==> src/rtl/twhl_pkg.sv <==
// ---------------------------------------------------------------------------
// twhl_pkg
// Types and constants shared by the two-wire handshake link.
// ---------------------------------------------------------------------------
package twhl_pkg;

  localparam int CNT_W      = 16;
  localparam int CFG_IDX_W  = 2;
  localparam int CFG_DATA_W = 16;

  typedef logic [2:0]       cmd_t;
  typedef logic [7:0]       byte_t;
  typedef logic [1:0]       lines_t;
  typedef logic [1:0]       stat_t;
  typedef logic [CNT_W-1:0] cnt_t;

  // Command codes.
  localparam cmd_t CMD_TICK    = 3'd0;
  localparam cmd_t CMD_SEND    = 3'd1;
  localparam cmd_t CMD_RECV    = 3'd2;
  localparam cmd_t CMD_RELEASE = 3'd3;
  localparam cmd_t CMD_PROBE   = 3'd4;

  // Completion status codes.
  localparam stat_t STAT_OK       = 2'd0;
  localparam stat_t STAT_WR_TMO   = 2'd1;
  localparam stat_t STAT_RD_TMO   = 2'd2;

  // Configuration register indexes.
  localparam logic [CFG_IDX_W-1:0] REG_TIMEOUT       = 2'd0;
  localparam logic [CFG_IDX_W-1:0] REG_DELAY         = 2'd1;
  localparam logic [CFG_IDX_W-1:0] REG_PROBE_TIMEOUT = 2'd2;

  // Drive patterns: bit1 red, bit0 white, 1 means released.
  localparam lines_t DRIVE_RELEASED   = 2'b11;
  localparam lines_t DRIVE_PULL_WHITE = 2'b10;
  localparam lines_t DRIVE_PULL_RED   = 2'b01;

  // Sensed line masks: bit0 red, bit1 white.
  localparam lines_t SENSE_RED   = 2'b01;
  localparam lines_t SENSE_WHITE = 2'b10;
  localparam lines_t SENSE_BOTH  = 2'b11;

  localparam cnt_t CNT_MAX = '1;

  typedef struct packed {
    cnt_t timeout_ticks;
    cnt_t delay_ticks;
    cnt_t probe_timeout_ticks;
  } cfg_t;

  typedef struct packed {
    lines_t lines_out;
    byte_t  rx_byte;
    logic   done_res;
    stat_t  status;
    logic   transfer_done;
    logic   busy_res;
    logic   rx_pending;
  } res_t;

endpackage

==> src/rtl/twhl_in_if.sv <==
// ---------------------------------------------------------------------------
// twhl_in_if
// Input channel: one sampling tick with an optional command per transfer.
// ---------------------------------------------------------------------------
interface twhl_in_if import twhl_pkg::*; ();
  logic   valid;
  logic   ready;
  cmd_t   cmd;
  byte_t  tx_byte;
  logic   last_of_transfer;
  lines_t lines_in;

  modport source (output valid, output cmd, output tx_byte, output last_of_transfer,
                  output lines_in, input ready);
  modport sink   (input valid, input cmd, input tx_byte, input last_of_transfer,
                  input lines_in, output ready);
endinterface

==> src/rtl/twhl_out_if.sv <==
// ---------------------------------------------------------------------------
// twhl_out_if
// Result channel: drive levels and command status for each tick.
// ---------------------------------------------------------------------------
interface twhl_out_if import twhl_pkg::*; ();
  logic   valid;
  logic   ready;
  lines_t lines_out;
  byte_t  rx_byte;
  logic   done_res;
  stat_t  status;
  logic   transfer_done;
  logic   busy_res;
  logic   rx_pending;

  modport source (output valid, output lines_out, output rx_byte, output done_res,
                  output status, output transfer_done, output busy_res,
                  output rx_pending, input ready);
  modport sink   (input valid, input lines_out, input rx_byte, input done_res,
                  input status, input transfer_done, input busy_res,
                  input rx_pending, output ready);
endinterface

==> src/rtl/twhl_cfg.sv <==
// ---------------------------------------------------------------------------
// twhl_cfg
// Configuration registers: handshake timeouts and inter-bit delay.
// ---------------------------------------------------------------------------
module twhl_cfg import twhl_pkg::*; (
  input  logic                  clk,
  input  logic                  rst_n,
  input  logic                  cfg_we,
  input  logic [CFG_IDX_W-1:0]  cfg_index,
  input  logic [CFG_DATA_W-1:0] cfg_wdata,
  output cfg_t                  cfg
);

  cfg_t cfg_r;

  always_ff @(posedge clk) begin
    if (!rst_n) begin
      cfg_r.timeout_ticks       <= 16'd15;
      cfg_r.delay_ticks         <= 16'd10;
      cfg_r.probe_timeout_ticks <= 16'd1;
    end else if (cfg_we) begin
      case (cfg_index)
        REG_TIMEOUT:       cfg_r.timeout_ticks       <= cfg_wdata;
        REG_DELAY:         cfg_r.delay_ticks         <= cfg_wdata;
        REG_PROBE_TIMEOUT: cfg_r.probe_timeout_ticks <= cfg_wdata;
        default: ;
      endcase
    end
  end

  assign cfg = cfg_r;

endmodule

==> src/rtl/twhl_core.sv <==
// ---------------------------------------------------------------------------
// twhl_core
// Handshake sequencer: advances one tick per accepted item and registers
// the tick's result for the output channel.
// ---------------------------------------------------------------------------
module twhl_core import twhl_pkg::*; (
  input  logic   clk,
  input  logic   rst_n,
  input  cfg_t   cfg,
  input  logic   in_valid,
  output logic   in_ready,
  input  cmd_t   in_cmd,
  input  byte_t  in_tx_byte,
  input  logic   in_last,
  input  lines_t in_lines,
  output logic   out_valid,
  input  logic   out_ready,
  output res_t   out_res
);

  typedef enum logic [2:0] {
    PH_IDLE, PH_ACK_LOW, PH_REL_HIGH, PH_RX_START, PH_RX_ACK, PH_GAP, PH_RELEASE
  } phase_t;

  typedef enum logic [1:0] {OP_SEND, OP_RECV, OP_RELEASE, OP_PROBE} op_t;

  phase_t     phase_r, phase_nxt;
  op_t        op_r, op_nxt;
  byte_t      shift_r, shift_nxt;
  logic [2:0] bit_cnt_r, bit_cnt_nxt;
  cnt_t       wait_cnt_r, wait_cnt_nxt;
  cnt_t       gap_cnt_r, gap_cnt_nxt;
  lines_t     drive_r, drive_nxt;
  logic       last_r, last_nxt;
  logic       out_valid_r, out_valid_nxt;
  res_t       res_r, res_nxt;

  logic       accept;
  logic       fin;
  stat_t      fin_stat;
  cnt_t       wait_inc;
  cnt_t       gap_inc;
  cnt_t       wait_limit;
  stat_t      wait_err;
  logic       wait_expired;
  lines_t     ack_mask;

  assign in_ready = !out_valid_r || out_ready;
  assign accept   = in_valid && in_ready;

  // Shared pieces of the handshake wait: saturating count, limit and error.
  assign wait_inc     = (wait_cnt_r != CNT_MAX) ? wait_cnt_r + 1'b1 : wait_cnt_r;
  assign gap_inc      = (gap_cnt_r != CNT_MAX) ? gap_cnt_r + 1'b1 : gap_cnt_r;
  assign wait_limit   = (op_r == OP_PROBE) ? cfg.probe_timeout_ticks : cfg.timeout_ticks;
  assign wait_err     = (op_r == OP_RECV) ? STAT_RD_TMO :
                        (op_r == OP_RELEASE) ? STAT_OK : STAT_WR_TMO;
  assign wait_expired = (wait_inc >= wait_limit);
  assign ack_mask     = shift_r[0] ? SENSE_RED : SENSE_WHITE;

  always_comb begin
    phase_nxt    = phase_r;
    op_nxt       = op_r;
    shift_nxt    = shift_r;
    bit_cnt_nxt  = bit_cnt_r;
    wait_cnt_nxt = wait_cnt_r;
    gap_cnt_nxt  = gap_cnt_r;
    drive_nxt    = drive_r;
    last_nxt     = last_r;
    fin          = 1'b0;
    fin_stat     = STAT_OK;

    case (phase_r)
      PH_IDLE: begin
        if (in_cmd inside {CMD_SEND, CMD_RECV, CMD_RELEASE, CMD_PROBE}) begin
          bit_cnt_nxt  = '0;
          wait_cnt_nxt = '0;
          case (in_cmd)
            CMD_SEND: begin
              op_nxt    = OP_SEND;
              last_nxt  = in_last;
              shift_nxt = in_tx_byte;
              drive_nxt = in_tx_byte[0] ? DRIVE_PULL_WHITE : DRIVE_PULL_RED;
              phase_nxt = PH_ACK_LOW;
            end
            CMD_RECV: begin
              op_nxt    = OP_RECV;
              last_nxt  = in_last;
              shift_nxt = '0;
              phase_nxt = PH_RX_START;
            end
            CMD_RELEASE: begin
              op_nxt    = OP_RELEASE;
              last_nxt  = 1'b0;
              drive_nxt = DRIVE_RELEASED;
              phase_nxt = PH_RELEASE;
            end
            default: begin
              // Probe sends a one bit and then a zero bit.
              op_nxt    = OP_PROBE;
              last_nxt  = 1'b0;
              shift_nxt = 8'd1;
              drive_nxt = DRIVE_PULL_WHITE;
              phase_nxt = PH_ACK_LOW;
            end
          endcase
        end
      end

      PH_ACK_LOW, PH_REL_HIGH, PH_RX_START, PH_RX_ACK, PH_RELEASE: begin
        logic advance;
        advance = 1'b0;
        case (phase_r)
          PH_ACK_LOW: begin
            if ((in_lines & ack_mask) == '0) begin
              drive_nxt    = DRIVE_RELEASED;
              phase_nxt    = PH_REL_HIGH;
              wait_cnt_nxt = '0;
              advance      = 1'b1;
            end
          end
          PH_REL_HIGH: begin
            if ((in_lines & ack_mask) != '0) begin
              shift_nxt = {1'b0, shift_r[7:1]};
              advance   = 1'b1;
            end
          end
          PH_RX_START: begin
            if (in_lines != SENSE_BOTH) begin
              // Red high with white low carries a one.
              if (in_lines == SENSE_RED) begin
                shift_nxt = {1'b1, shift_r[7:1]};
                drive_nxt = DRIVE_PULL_RED;
              end else begin
                shift_nxt = {1'b0, shift_r[7:1]};
                drive_nxt = DRIVE_PULL_WHITE;
              end
              phase_nxt    = PH_RX_ACK;
              wait_cnt_nxt = '0;
              advance      = 1'b1;
            end
          end
          PH_RX_ACK: begin
            if ((in_lines & ((drive_r == DRIVE_PULL_RED) ? SENSE_WHITE : SENSE_RED)) != '0)
            begin
              drive_nxt = DRIVE_RELEASED;
              advance   = 1'b1;
            end
          end
          default: begin
            drive_nxt = DRIVE_RELEASED;
            if (in_lines == SENSE_BOTH) begin
              phase_nxt = PH_IDLE;
              fin       = 1'b1;
              advance   = 1'b1;
            end
          end
        endcase

        if (!advance) begin
          wait_cnt_nxt = wait_inc;
          if (wait_expired) begin
            phase_nxt = PH_IDLE;
            fin       = 1'b1;
            fin_stat  = wait_err;
          end
        end else if (phase_r == PH_REL_HIGH || phase_r == PH_RX_ACK) begin
          // The bit is complete.
          bit_cnt_nxt = bit_cnt_r + 1'b1;
          if (op_r == OP_PROBE) begin
            if (bit_cnt_nxt == 3'd2) begin
              phase_nxt = PH_IDLE;
              fin       = 1'b1;
            end else begin
              drive_nxt    = shift_nxt[0] ? DRIVE_PULL_WHITE : DRIVE_PULL_RED;
              phase_nxt    = PH_ACK_LOW;
              wait_cnt_nxt = '0;
            end
          end else if (cfg.delay_ticks != '0) begin
            phase_nxt   = PH_GAP;
            gap_cnt_nxt = '0;
          end else if (bit_cnt_nxt == 3'd0) begin
            phase_nxt = PH_IDLE;
            fin       = 1'b1;
          end else if (op_r == OP_SEND) begin
            drive_nxt    = shift_nxt[0] ? DRIVE_PULL_WHITE : DRIVE_PULL_RED;
            phase_nxt    = PH_ACK_LOW;
            wait_cnt_nxt = '0;
          end else begin
            phase_nxt    = PH_RX_START;
            wait_cnt_nxt = '0;
          end
        end
      end

      PH_GAP: begin
        gap_cnt_nxt = gap_inc;
        if (gap_inc >= cfg.delay_ticks) begin
          if (bit_cnt_r == 3'd0) begin
            phase_nxt = PH_IDLE;
            fin       = 1'b1;
          end else if (op_r == OP_SEND) begin
            drive_nxt    = shift_r[0] ? DRIVE_PULL_WHITE : DRIVE_PULL_RED;
            phase_nxt    = PH_ACK_LOW;
            wait_cnt_nxt = '0;
          end else begin
            phase_nxt    = PH_RX_START;
            wait_cnt_nxt = '0;
          end
        end
      end

      default: phase_nxt = PH_IDLE;
    endcase

    res_nxt.lines_out     = drive_nxt;
    res_nxt.rx_byte       = (fin && op_nxt == OP_RECV && fin_stat == STAT_OK) ? shift_nxt : '0;
    res_nxt.done_res      = fin;
    res_nxt.status        = fin ? fin_stat : STAT_OK;
    res_nxt.transfer_done = fin && last_nxt && (op_nxt == OP_SEND || op_nxt == OP_RECV);
    res_nxt.busy_res      = (phase_nxt != PH_IDLE);
    res_nxt.rx_pending    = (in_lines != SENSE_BOTH);

    if (accept) begin
      out_valid_nxt = 1'b1;
    end else if (out_ready) begin
      out_valid_nxt = 1'b0;
    end else begin
      out_valid_nxt = out_valid_r;
    end
  end

  always_ff @(posedge clk) begin
    if (!rst_n) begin
      phase_r     <= PH_IDLE;
      op_r        <= OP_SEND;
      shift_r     <= '0;
      bit_cnt_r   <= '0;
      wait_cnt_r  <= '0;
      gap_cnt_r   <= '0;
      drive_r     <= DRIVE_RELEASED;
      last_r      <= 1'b0;
      out_valid_r <= 1'b0;
    end else begin
      out_valid_r <= out_valid_nxt;
      if (accept) begin
        phase_r    <= phase_nxt;
        op_r       <= op_nxt;
        shift_r    <= shift_nxt;
        bit_cnt_r  <= bit_cnt_nxt;
        wait_cnt_r <= wait_cnt_nxt;
        gap_cnt_r  <= gap_cnt_nxt;
        drive_r    <= drive_nxt;
        last_r     <= last_nxt;
        res_r      <= res_nxt;
      end
    end
  end

  assign out_valid = out_valid_r;
  assign out_res   = res_r;

endmodule

==> src/rtl/two_wire_handshake_link.sv <==
// ---------------------------------------------------------------------------
// two_wire_handshake_link
// Two-wire handshake serial link, stepped one wire sample per transfer.
// ---------------------------------------------------------------------------
//   Channel   Direction  Carries
//   in_ch     sink       cmd, tx_byte, last_of_transfer, lines_in
//   out_ch    source     lines_out, rx_byte, done_res, status, transfer_done,
//                        busy_res, rx_pending
//   cfg_*     write      timeout_ticks, delay_ticks, probe_timeout_ticks
//
// Each input transfer yields one result transfer in the next cycle; the
// sequencer and result register take one item per cycle unless stalled.
// A result waiting in the output register does not block input as long as
// out_ch.ready is high in the same cycle; a stalled output holds its data.
// Reset is synchronous and active low; it releases both wires, returns the
// sequencer to idle and loads the default register values.
// ---------------------------------------------------------------------------
module two_wire_handshake_link import twhl_pkg::*; (
  input  logic                  clk,
  input  logic                  rst_n,
  twhl_in_if.sink               in_ch,
  twhl_out_if.source            out_ch,
  input  logic                  cfg_we,
  input  logic [CFG_IDX_W-1:0]  cfg_index,
  input  logic [CFG_DATA_W-1:0] cfg_wdata
);

  cfg_t cfg;
  res_t res;

  twhl_cfg u_cfg (
    .clk       (clk),
    .rst_n     (rst_n),
    .cfg_we    (cfg_we),
    .cfg_index (cfg_index),
    .cfg_wdata (cfg_wdata),
    .cfg       (cfg)
  );

  twhl_core u_core (
    .clk       (clk),
    .rst_n     (rst_n),
    .cfg       (cfg),
    .in_valid  (in_ch.valid),
    .in_ready  (in_ch.ready),
    .in_cmd    (in_ch.cmd),
    .in_tx_byte(in_ch.tx_byte),
    .in_last   (in_ch.last_of_transfer),
    .in_lines  (in_ch.lines_in),
    .out_valid (out_ch.valid),
    .out_ready (out_ch.ready),
    .out_res   (res)
  );

  assign out_ch.lines_out     = res.lines_out;
  assign out_ch.rx_byte       = res.rx_byte;
  assign out_ch.done_res      = res.done_res;
  assign out_ch.status        = res.status;
  assign out_ch.transfer_done = res.transfer_done;
  assign out_ch.busy_res      = res.busy_res;
  assign out_ch.rx_pending    = res.rx_pending;

endmodule

==> src/flat_wrapper.sv <==
// flat-port wrapper written by rule: the top's interface ports become plain ports
module two_wire_handshake_link_flat import twhl_pkg::*;
  (clk, rst_n, cfg_we, cfg_index, cfg_wdata, in_ch_valid, in_ch_cmd, in_ch_tx_byte, in_ch_last_of_transfer, in_ch_lines_in, in_ch_ready, out_ch_valid, out_ch_lines_out, out_ch_rx_byte, out_ch_done_res, out_ch_status, out_ch_transfer_done, out_ch_busy_res, out_ch_rx_pending, out_ch_ready);
  twhl_in_if in_ch_i ();
  twhl_out_if out_ch_i ();
  input  logic clk;
  input  logic rst_n;
  input  logic cfg_we;
  input  logic [CFG_IDX_W-1:0] cfg_index;
  input  logic [CFG_DATA_W-1:0] cfg_wdata;
  input wire logic [$bits(in_ch_i.valid)-1:0] in_ch_valid;
  input wire logic [$bits(in_ch_i.cmd)-1:0] in_ch_cmd;
  input wire logic [$bits(in_ch_i.tx_byte)-1:0] in_ch_tx_byte;
  input wire logic [$bits(in_ch_i.last_of_transfer)-1:0] in_ch_last_of_transfer;
  input wire logic [$bits(in_ch_i.lines_in)-1:0] in_ch_lines_in;
  output wire logic [$bits(in_ch_i.ready)-1:0] in_ch_ready;
  output wire logic [$bits(out_ch_i.valid)-1:0] out_ch_valid;
  output wire logic [$bits(out_ch_i.lines_out)-1:0] out_ch_lines_out;
  output wire logic [$bits(out_ch_i.rx_byte)-1:0] out_ch_rx_byte;
  output wire logic [$bits(out_ch_i.done_res)-1:0] out_ch_done_res;
  output wire logic [$bits(out_ch_i.status)-1:0] out_ch_status;
  output wire logic [$bits(out_ch_i.transfer_done)-1:0] out_ch_transfer_done;
  output wire logic [$bits(out_ch_i.busy_res)-1:0] out_ch_busy_res;
  output wire logic [$bits(out_ch_i.rx_pending)-1:0] out_ch_rx_pending;
  input wire logic [$bits(out_ch_i.ready)-1:0] out_ch_ready;
  assign in_ch_i.valid = in_ch_valid;
  assign in_ch_i.cmd = in_ch_cmd;
  assign in_ch_i.tx_byte = in_ch_tx_byte;
  assign in_ch_i.last_of_transfer = in_ch_last_of_transfer;
  assign in_ch_i.lines_in = in_ch_lines_in;
  assign in_ch_ready = in_ch_i.ready;
  assign out_ch_valid = out_ch_i.valid;
  assign out_ch_lines_out = out_ch_i.lines_out;
  assign out_ch_rx_byte = out_ch_i.rx_byte;
  assign out_ch_done_res = out_ch_i.done_res;
  assign out_ch_status = out_ch_i.status;
  assign out_ch_transfer_done = out_ch_i.transfer_done;
  assign out_ch_busy_res = out_ch_i.busy_res;
  assign out_ch_rx_pending = out_ch_i.rx_pending;
  assign out_ch_i.ready = out_ch_ready;
  two_wire_handshake_link u_core (.clk(clk), .rst_n(rst_n), .in_ch(in_ch_i), .out_ch(out_ch_i), .cfg_we(cfg_we), .cfg_index(cfg_index), .cfg_wdata(cfg_wdata));
endmodule
==> config.mk <==
export PLATFORM = sky130hd
export DESIGN_NAME = two_wire_handshake_link_flat
export DESIGN_NICKNAME = d
export VERILOG_FILES = /design/src/rtl/twhl_pkg.sv /design/src/rtl/twhl_in_if.sv /design/src/rtl/twhl_out_if.sv /design/src/rtl/twhl_cfg.sv /design/src/rtl/twhl_core.sv /design/src/rtl/two_wire_handshake_link.sv /design/src/flat_wrapper.sv
export SDC_FILE = /design/constraint.sdc
export NUM_CORES = 1
export LEC_CHECK = 0
export BUFFER_PORTS_ARGS = -buffer_cell sky130_fd_sc_hd__buf_2
export CAP_MARGIN = 20
export CORE_ASPECT_RATIO = 1.4
export CORE_MARGIN = 1
export CORE_UTILIZATION = 40
export DETAILED_ROUTE_END_ITERATION = 8
export GPL_TIMING_DRIVEN = 0
export PLACE_DENSITY = 0.55
export SYNTH_ARGS = -nofsm -noshare
export SYNTH_HDL_FRONTEND = slang
export SYNTH_SLANG_ARGS = --single-unit
==> constraint.sdc <==
create_clock -name clk -period 4.25 [get_ports clk]
set_clock_uncertainty 0.1 [all_clocks]
set_input_delay 0.85 -clock clk [delete_from_list [all_inputs] [get_ports clk]]
set_output_delay 0.85 -clock clk [all_outputs]
set_load 0.1 [all_outputs]
==> results of run 1 <==
## kinds of logic (layout without fill, tap and decap cells)
logic type | Yosys count | count (layout)
AOI/OAI and AO/OA | 255 | 255
xor gates and xnor gates | 22 | 22
adders and majority gates | 41 | 41
buffers and inverters | 90 | 179
DFF | 116 | 116
muxes | 27 | 27
and+or+nand+nor | 356 | 356
## Yosys cell counts, types with 7 or more instances
cell        n
nand2_1   157
and3_1     10
dfxtp_1   100
ha_1       41
nand2b_1   16
a211oi_1    7
nand3_1    37
buf_2       9
nor3_1     17
a21boi_0   49
xnor2_1    17
a31oi_1    19
a21oi_1    46
o211a_1    11
and2_1      7
nor2_1     53
edfxtp_1   16
o221ai_1    8
mux2i_1    19
clkbuf_1   39
a22o_1      7
nand4_1    12
inv_1      35
nor2b_1    11
o21ai_0    49
## state kept, by name (all words and copies together), names as in the netlist, 3 cells and up
signal                    count
u_core.u_core.bit_cnt_r       3
u_core.u_core.out_res        16
u_core.u_core.wait_cnt_r     16
u_core.u_cfg.cfg             48
u_core.u_core.phase_r         3
u_core.u_core.gap_cnt_r      16
u_core.u_core.shift_r         8
## what timing repair did
item | in CTS | in global routing
pin swaps | 3 | 4
setup endpoints to repair | 30 | 34
gates resized for setup | 12 | 20
hold buffers | 0 | 0
buffers inserted | 2 | 4
## per-stage QoR
step                utilization, %  hold WS (ps)  setup WS (ps)
CTS                           47.8           364          0.654
detailed placement            44.0           354           -397
global route                  48.4           389           2.25
global placement              44.0           350           -391
finish                        48.4           363            211
floorplan                        -           335            593
## final timing paths
| check | from | to | slack (ps) | depth (start not counted) |
|---|---|---|---|---|
| min reg2reg | u_core.u_cfg.cfg[41] | u_core.u_cfg.cfg[41] | 360 | 2 |
| max | u_core.u_core.gap_cnt_r[4] | u_core.u_core.out_res[1] | 210 | 15 |
| min | u_core.u_cfg.cfg[41] | u_core.u_cfg.cfg[41] | 360 | 2 |
| max reg2reg | u_core.u_core.gap_cnt_r[4] | u_core.u_core.out_res[1] | 210 | 15 |
## critical path: stages, from the launching register on
cell	delay, ps
dfxtp_1	470
and4_2	360
and4_1	210
buf_2	180
nand3_1	110
and2_1	180
buf_4	160
xor2_1	140
ha_1	280
o21ai_0	160
a2111oi_4	450
a21oi_4	130
and2_0	150
buf_2	190
a2111oi_2	300
nand3_1	190
## final cells by class
class | instances | area (µm²) | area share, %
buffer | 53 | 235 | 2.70
sequential | 116 | 2490 | 28.6
clock buffer | 19 | 433 | 4.97
inverter | 36 | 135 | 1.55
tap | 240 | 300 | 3.45
timing repair buffer | 58 | 318 | 3.65
clock inverter | 13 | 183 | 2.10
multi-input combinational | 701 | 4620 | 53.0
## routing by layer
layer / vias to the layer above / wire [µm] / global-route usage, %
li1: 3432 / - / -
met1: 3198 / 9100 / 28.0
met2: 186 / 10200 / 39.4
met3: 50 / 795 / 4.28
met4: 0 / 953 / 12.8
met5: - / 0 / 0
## power groups by stage
| stage | clock, W | combinational, W | sequential (W) |
|---|---|---|---|
| 6_report | 0.00151 | 0.000552 | 0.00118 |
| 2_1_floorplan | 0 | 0.000323 | 0.00126 |
| 3_3_place_gp | 0 | 0.000527 | 0.00121 |
| 5_1_grt | 0.00159 | 0.000604 | 0.00119 |
| 3_5_place_dp | 0 | 0.000527 | 0.00121 |
| 4_1_cts | 0.00154 | 0.000541 | 0.00118 |
==> implementation parameters, run 1 <==
Parameter                              Value

Floorplan
  Die Area    19000 µm²
  Core Footprint    between 15000 and 20000 µm²
  Number of core rows    between 50 and 60
  Boundary Pins    55
  Starting density of the core    between 40% and 50%
  Chip width    about 120 µm
  Die height    about 160 µm

Placement
  Final weighted congestion in routability-driven placement    just over 0.9
  Buffers on Ports    52
  Number of instances in the placed design    approximately 1200
  Placed standard-cell area    just under 8000 µm²
  Post-DP HPWL    approximately 16 mm

Run
  Max-cap viol count    0

Logic synthesis
  Share of synthesized flip-flops with an asynchronous set or reset    0%
  Simple-gate share of the synthesized area    a little under a quarter
  Portion of netlist area occupied by mux cells    between 4 and 5%
  Largest cells by area after synthesis    dfxtp_1 (27%), nand2_1 (8.0%), ha_1 (7.0%), edfxtp_1 (6.5%), a21boi_0 (5.0%)
  Complex-gate fraction of the synthesized area    about a quarter
  Dominant cell type by area after synthesis    dfxtp_1
  Syn Inst Count    between 900 and 1000
  Number of synthesized flops with an enable pin    16
  Share of the synthesized area in the top cell type    27.2%
  Number of synthesized register bits    116
  Dominant combinational cell family by area after synthesis    compound AO/OA/AOI/OAI gates
  Post-synth net total    between 900 and 1000
  Avg Cell Area, Syn    approximately 8 µm²
  Mapped Area    between 7000 and 8000 µm²
  Number of distinct library cell variants in the gate-level netlist after synthesis    80
  Area share of fa/ha/maj cells after synthesis    6.97%
  Number of warning messages in the yosys log    0
  Share of synthesized area occupied by flip-flops and latches    approximately 34%
  Xor and xnor fraction of the mapped netlist area    under 10%
  Primary flip-flop cell chosen by synthesis mapping    dfxtp_1

Power
  Post-route total power    around 0.0032 W
  Comb power frac    17.0%
  Leakage power figure    3.36 nW
  Share of power burned in the clock network    46.6%
  Worst vdd rail ir drop    252 µV
  Power density normalized to cell area    373 nW/µm²
  Psw    between 0.0009 and 0.001 W
  Share of total power consumed by net switching    between 20 and 30%
  Register share of total power    between 30% and 40%
  Internal    0.00232 W

Global route
  Via count of the first global-routing pass    6578
  Global route total overflow    0
  Antenna violations before repair    0
  Global-route usage over all layers    23.5%
  Largest net degree at the start of global routing    17
  Global-route wire length before repair    between 30 and 40 mm

Clock network
  Number of sinks driven by the clock tree    116
  Clock-pin slew on the worst setup and hold paths    ~60 ps
  TritonCTS buffer count    17
  Clock insertion delay at the later pin of the skew report    ~420 ps
  H-Tree Level Count    4
  TritonCTS clock tree    built
  Buffer cell driving the clock tree root    clkbuf_16
  Buffers from clock root to sink, at most    2

Final layout
  Number of nets in the final layout    1061
  Number of antenna diodes    0
  Most used cells in the layout excluding fill and tap cells    nand2_1 (156), dfxtp_1 (97), buf_2 (62), nor2_1 (53), a21boi_0 (49)
  Number of inserted filler cells in the final layout    roughly 1800
  Final Instance Area    ~8700 µm²
  Final non-filler cell total    around 1200
  Most common cell after layout, fill and taps aside    nand2_1
  Fraction of layout cells with a size suffix above 1    between 10% and 20%
  Area growth from synthesis to layout    18.3%

STA
  Final setup viols    0
  Unrepaired setup endpoints after global routing    false
  Highest Clock Rate    approximately 250 MHz
  Final critical-path required period    just over 4000 ps
  Setup TNS    0 ps
  Normalized max-slew margin    45.0%
  Final hold violations    0
  Worst Max-Slew Pin Slew    roughly 830 ps
  Max Slew Vio Count    0
  Tcrit/Tclk final    between 90 and 100%

Route
  Overall via count from detail_route    ~7000
  DRC violations left    0
  Via-to-Cell Ratio    5.56
  Length of the first detailed-routing pass in iterations    6
  Wire length reported by the detailed router    around 21 mm
  WL/cell    ~17 µm
  Count of routing violations after the opening detailed-route iteration    between 500 and 600
  Number of nets still failing antenna checks after routing    0

Critical path
  Startpoint kind of the worst setup timing path    flop
  Data arrival at the endpoint of the critical path    roughly 4000 ps
  Peak fanout along the critical path    7
  Category of the critical setup timing path    flop to flop
  Type of destination of the critical path    flop
  Required time reported for the critical path endpoint    between 4000 and 5000 ps

Status
  Run status    finished, final reports clean

Min path
  Worst Hold Class    flop to flop
Note: power is estimated with default switching activity, not from simulation.
==> inputs of run 2 (changes only) <==
GPL_TIMING_DRIVEN = default   (was 0)
==> run 2 against run 1 <==
Compared with the run above: largest power group unchanged; sequential cell count is the same; via count is 3.0% lower; largest cell class unchanged; wire length fell by 7.0%; worst hold slack got worse by 2.1 ps; count of clock-buffer cells in the layout stayed put; sequential share of layout area rose by 0.68 points; utilization fell by 1.2 points; register-to-register slack gained 120 ps; die area unchanged; sequential power is essentially flat.
==> implementation parameters, run 2 (synthesis gave the netlist of run 1 again) <==
Parameter                              Value

Clock network
  TritonCTS buffer count    17
  Post-cts gate resize count    0
  Number of buffers added for setup after CTS    0
  CTS Hold Bufs    0
  Clock-pin slew on the worst setup and hold paths    ~60 ps
  Clock insertion delay at the later pin of the skew report    between 400 and 500 ps
  Buffers from clock root to sink, at most    2
  TritonCTS clock tree    built
  Buffer cell driving the clock tree root    clkbuf_16
  Number of sinks driven by the clock tree    between 100 and 150
  H-Tree Level Count    4

Final layout
  Multi-input combinational cell area    about 4500 µm²
  Sequential cell area    roughly 2500 µm²
  Number of inserted filler cells in the final layout    roughly 1800
  Number of flip-flops in the largest register    48
  Final non-filler cell total    1196
  Most common cell after layout, fill and taps aside    nand2_1
  Fraction of layout cells with a size suffix above 1    13.4%
  Number of antenna diodes    0
  Area growth from synthesis to layout    15.4%
  Most used cells in the layout excluding fill and tap cells    nand2_1 (157), dfxtp_1 (100), buf_2 (54), nor2_1 (52), a21boi_0 (49)
  Number of nets in the final layout    slightly above 1000

Status
  Run status    finished, final reports clean

Route
  Number of nets still failing antenna checks after routing    0
  Via-to-Cell Ratio    ~5.6
  WL/cell    approximately 16 µm
  Count of routing violations after the opening detailed-route iteration    440
  Wire length reported by the detailed router    19.6 mm
  Overall via count from detail_route    6657
  Length of the first detailed-routing pass in iterations    8
  DRC violations left    0

Power
  Share of total power consumed by net switching    29.4%
  Worst vdd rail ir drop    slightly above 200 µV
  Comb power frac    between 10% and 20%
  Psw    0.000947 W
  Register share of total power    a little under two fifths
  Power density normalized to cell area    ~380 nW/µm²
  Share of power burned in the clock network    between 40 and 50%
  Leakage power figure    about 3.3 nW
  Internal    0.00228 W

Floorplan
  Number of core rows    58
  Die Area    about 19000 µm²
  Chip width    117 µm
  Core Footprint    ~18000 µm²
  Die height    162 µm
  Boundary Pins    55
  Starting density of the core    slightly above 40%

Global route
  Largest net degree at the start of global routing    between 60 and 70
  Global route total overflow    0
  Global-route wire length before repair    approximately 31 mm
  Antenna violations before repair    0
  Via count of the first global-routing pass    roughly 6000
  Global-route usage over all layers    a little over a fifth

Critical path
  Data arrival at the endpoint of the critical path    approximately 4000 ps
  Peak fanout along the critical path    10
  Length in cells of the worst reg-to-reg path    15
  Startpoint kind of the worst setup timing path    flop
  Required time reported for the critical path endpoint    between 4000 and 5000 ps
  Type of destination of the critical path    flop
  Category of the critical setup timing path    flop to flop

STA
  Final critical-path required period    ~3900 ps
  Setup TNS    0 ps
  Final worst slack    335 ps
  Max Slew Vio Count    0
  Final hold violations    0
  Highest Clock Rate    255 MHz
  Worst Max-Slew Pin Slew    between 800 and 900 ps
  Worst-case hold slack    between 300 and 400 ps
  Normalized max-slew margin    approximately 41%
  Final setup viols    0
  Tcrit/Tclk final    92.1%

Placement
  Post-DP HPWL    approximately 14 mm
  Number of instances in the placed design    approximately 1200
  Post-place setup slack    ~200 ps
  Final weighted congestion in routability-driven placement    a little under 0.9
  Buffers on Ports    54

Min path
  Worst Hold Class    flop to flop
  Cells on Worst Hold Path    2

Run
  Max-cap viol count    0
[run 2: power by group through the flow]
stage                     Combinational (W)  Sequential, W  Clock (W)
after floorplan                    0.000323        0.00126          0
after global placement             0.000503        0.00122          0
after detailed placement           0.000502        0.00122          0
after CTS                          0.000504        0.00120    0.00155
after global routing               0.000552        0.00120    0.00160
final                              0.000508        0.00120    0.00152
[run 2: layout make-up]
type	instances	area share, %
Timing Repair Buffer	71	4.83
Inverter	36	1.59
Sequential cell	116	29.2
Tap cell	240	3.54
Clock buffer	19	5.60
Clock inverter	13	1.86
Multi-Input combinational cell	701	53.3
[run 2: stage by stage]
| step | util, % | power [W] | instance area [µm²] |
|---|---|---|---|
| final | 47.2 | 0.00323 | 8490 |
| after global routing | 47.2 | 0.00336 | 8490 |
| after CTS | 47.1 | 0.00325 | 8470 |
| after detailed placement | 43.5 | 0.00172 | 7840 |
| after global placement | 43.5 | 0.00172 | 7840 |
| after floorplan | - | 0.00158 | 7360 |
[run 2: per-layer routing]
metal | vias to the layer above | share of wire (%) | global-route usage, %
met4 | 0 | 3.5 | 11.2
met1 | 3112 | 45 | 26.8
met3 | 44 | 3.1 | 3.16
li1 | 3349 | - | -
met5 | - | 0 | 0
met2 | 152 | 48 | 35.1
[run 2: critical path: stages, from the launching register on]
cell and delay (ps):
dfxtp_1 360, ha_1 250, and3_1 230, and4_1 210, nand3_1 90, buf_4 180, nand3_1 150, xnor2_1 170
ha_1 290, o21ai_0 100, a2111oi_0 420, a21oi_1 200, and2_1 270, a2111oi_1 350, buf_4 190, nand3_1 70
[run 2: final timing paths]
path	start	slack, ps	endpoint
hold / removal	u_core.u_cfg.cfg[0]	360	u_core.u_cfg.cfg[0]
hold reg to reg	u_core.u_cfg.cfg[0]	360	u_core.u_cfg.cfg[0]
setup reg to reg	u_core.u_core.gap_cnt_r[0]	330	u_core.u_core.out_res[1]
setup / recovery	u_core.u_core.gap_cnt_r[0]	330	u_core.u_core.out_res[1]
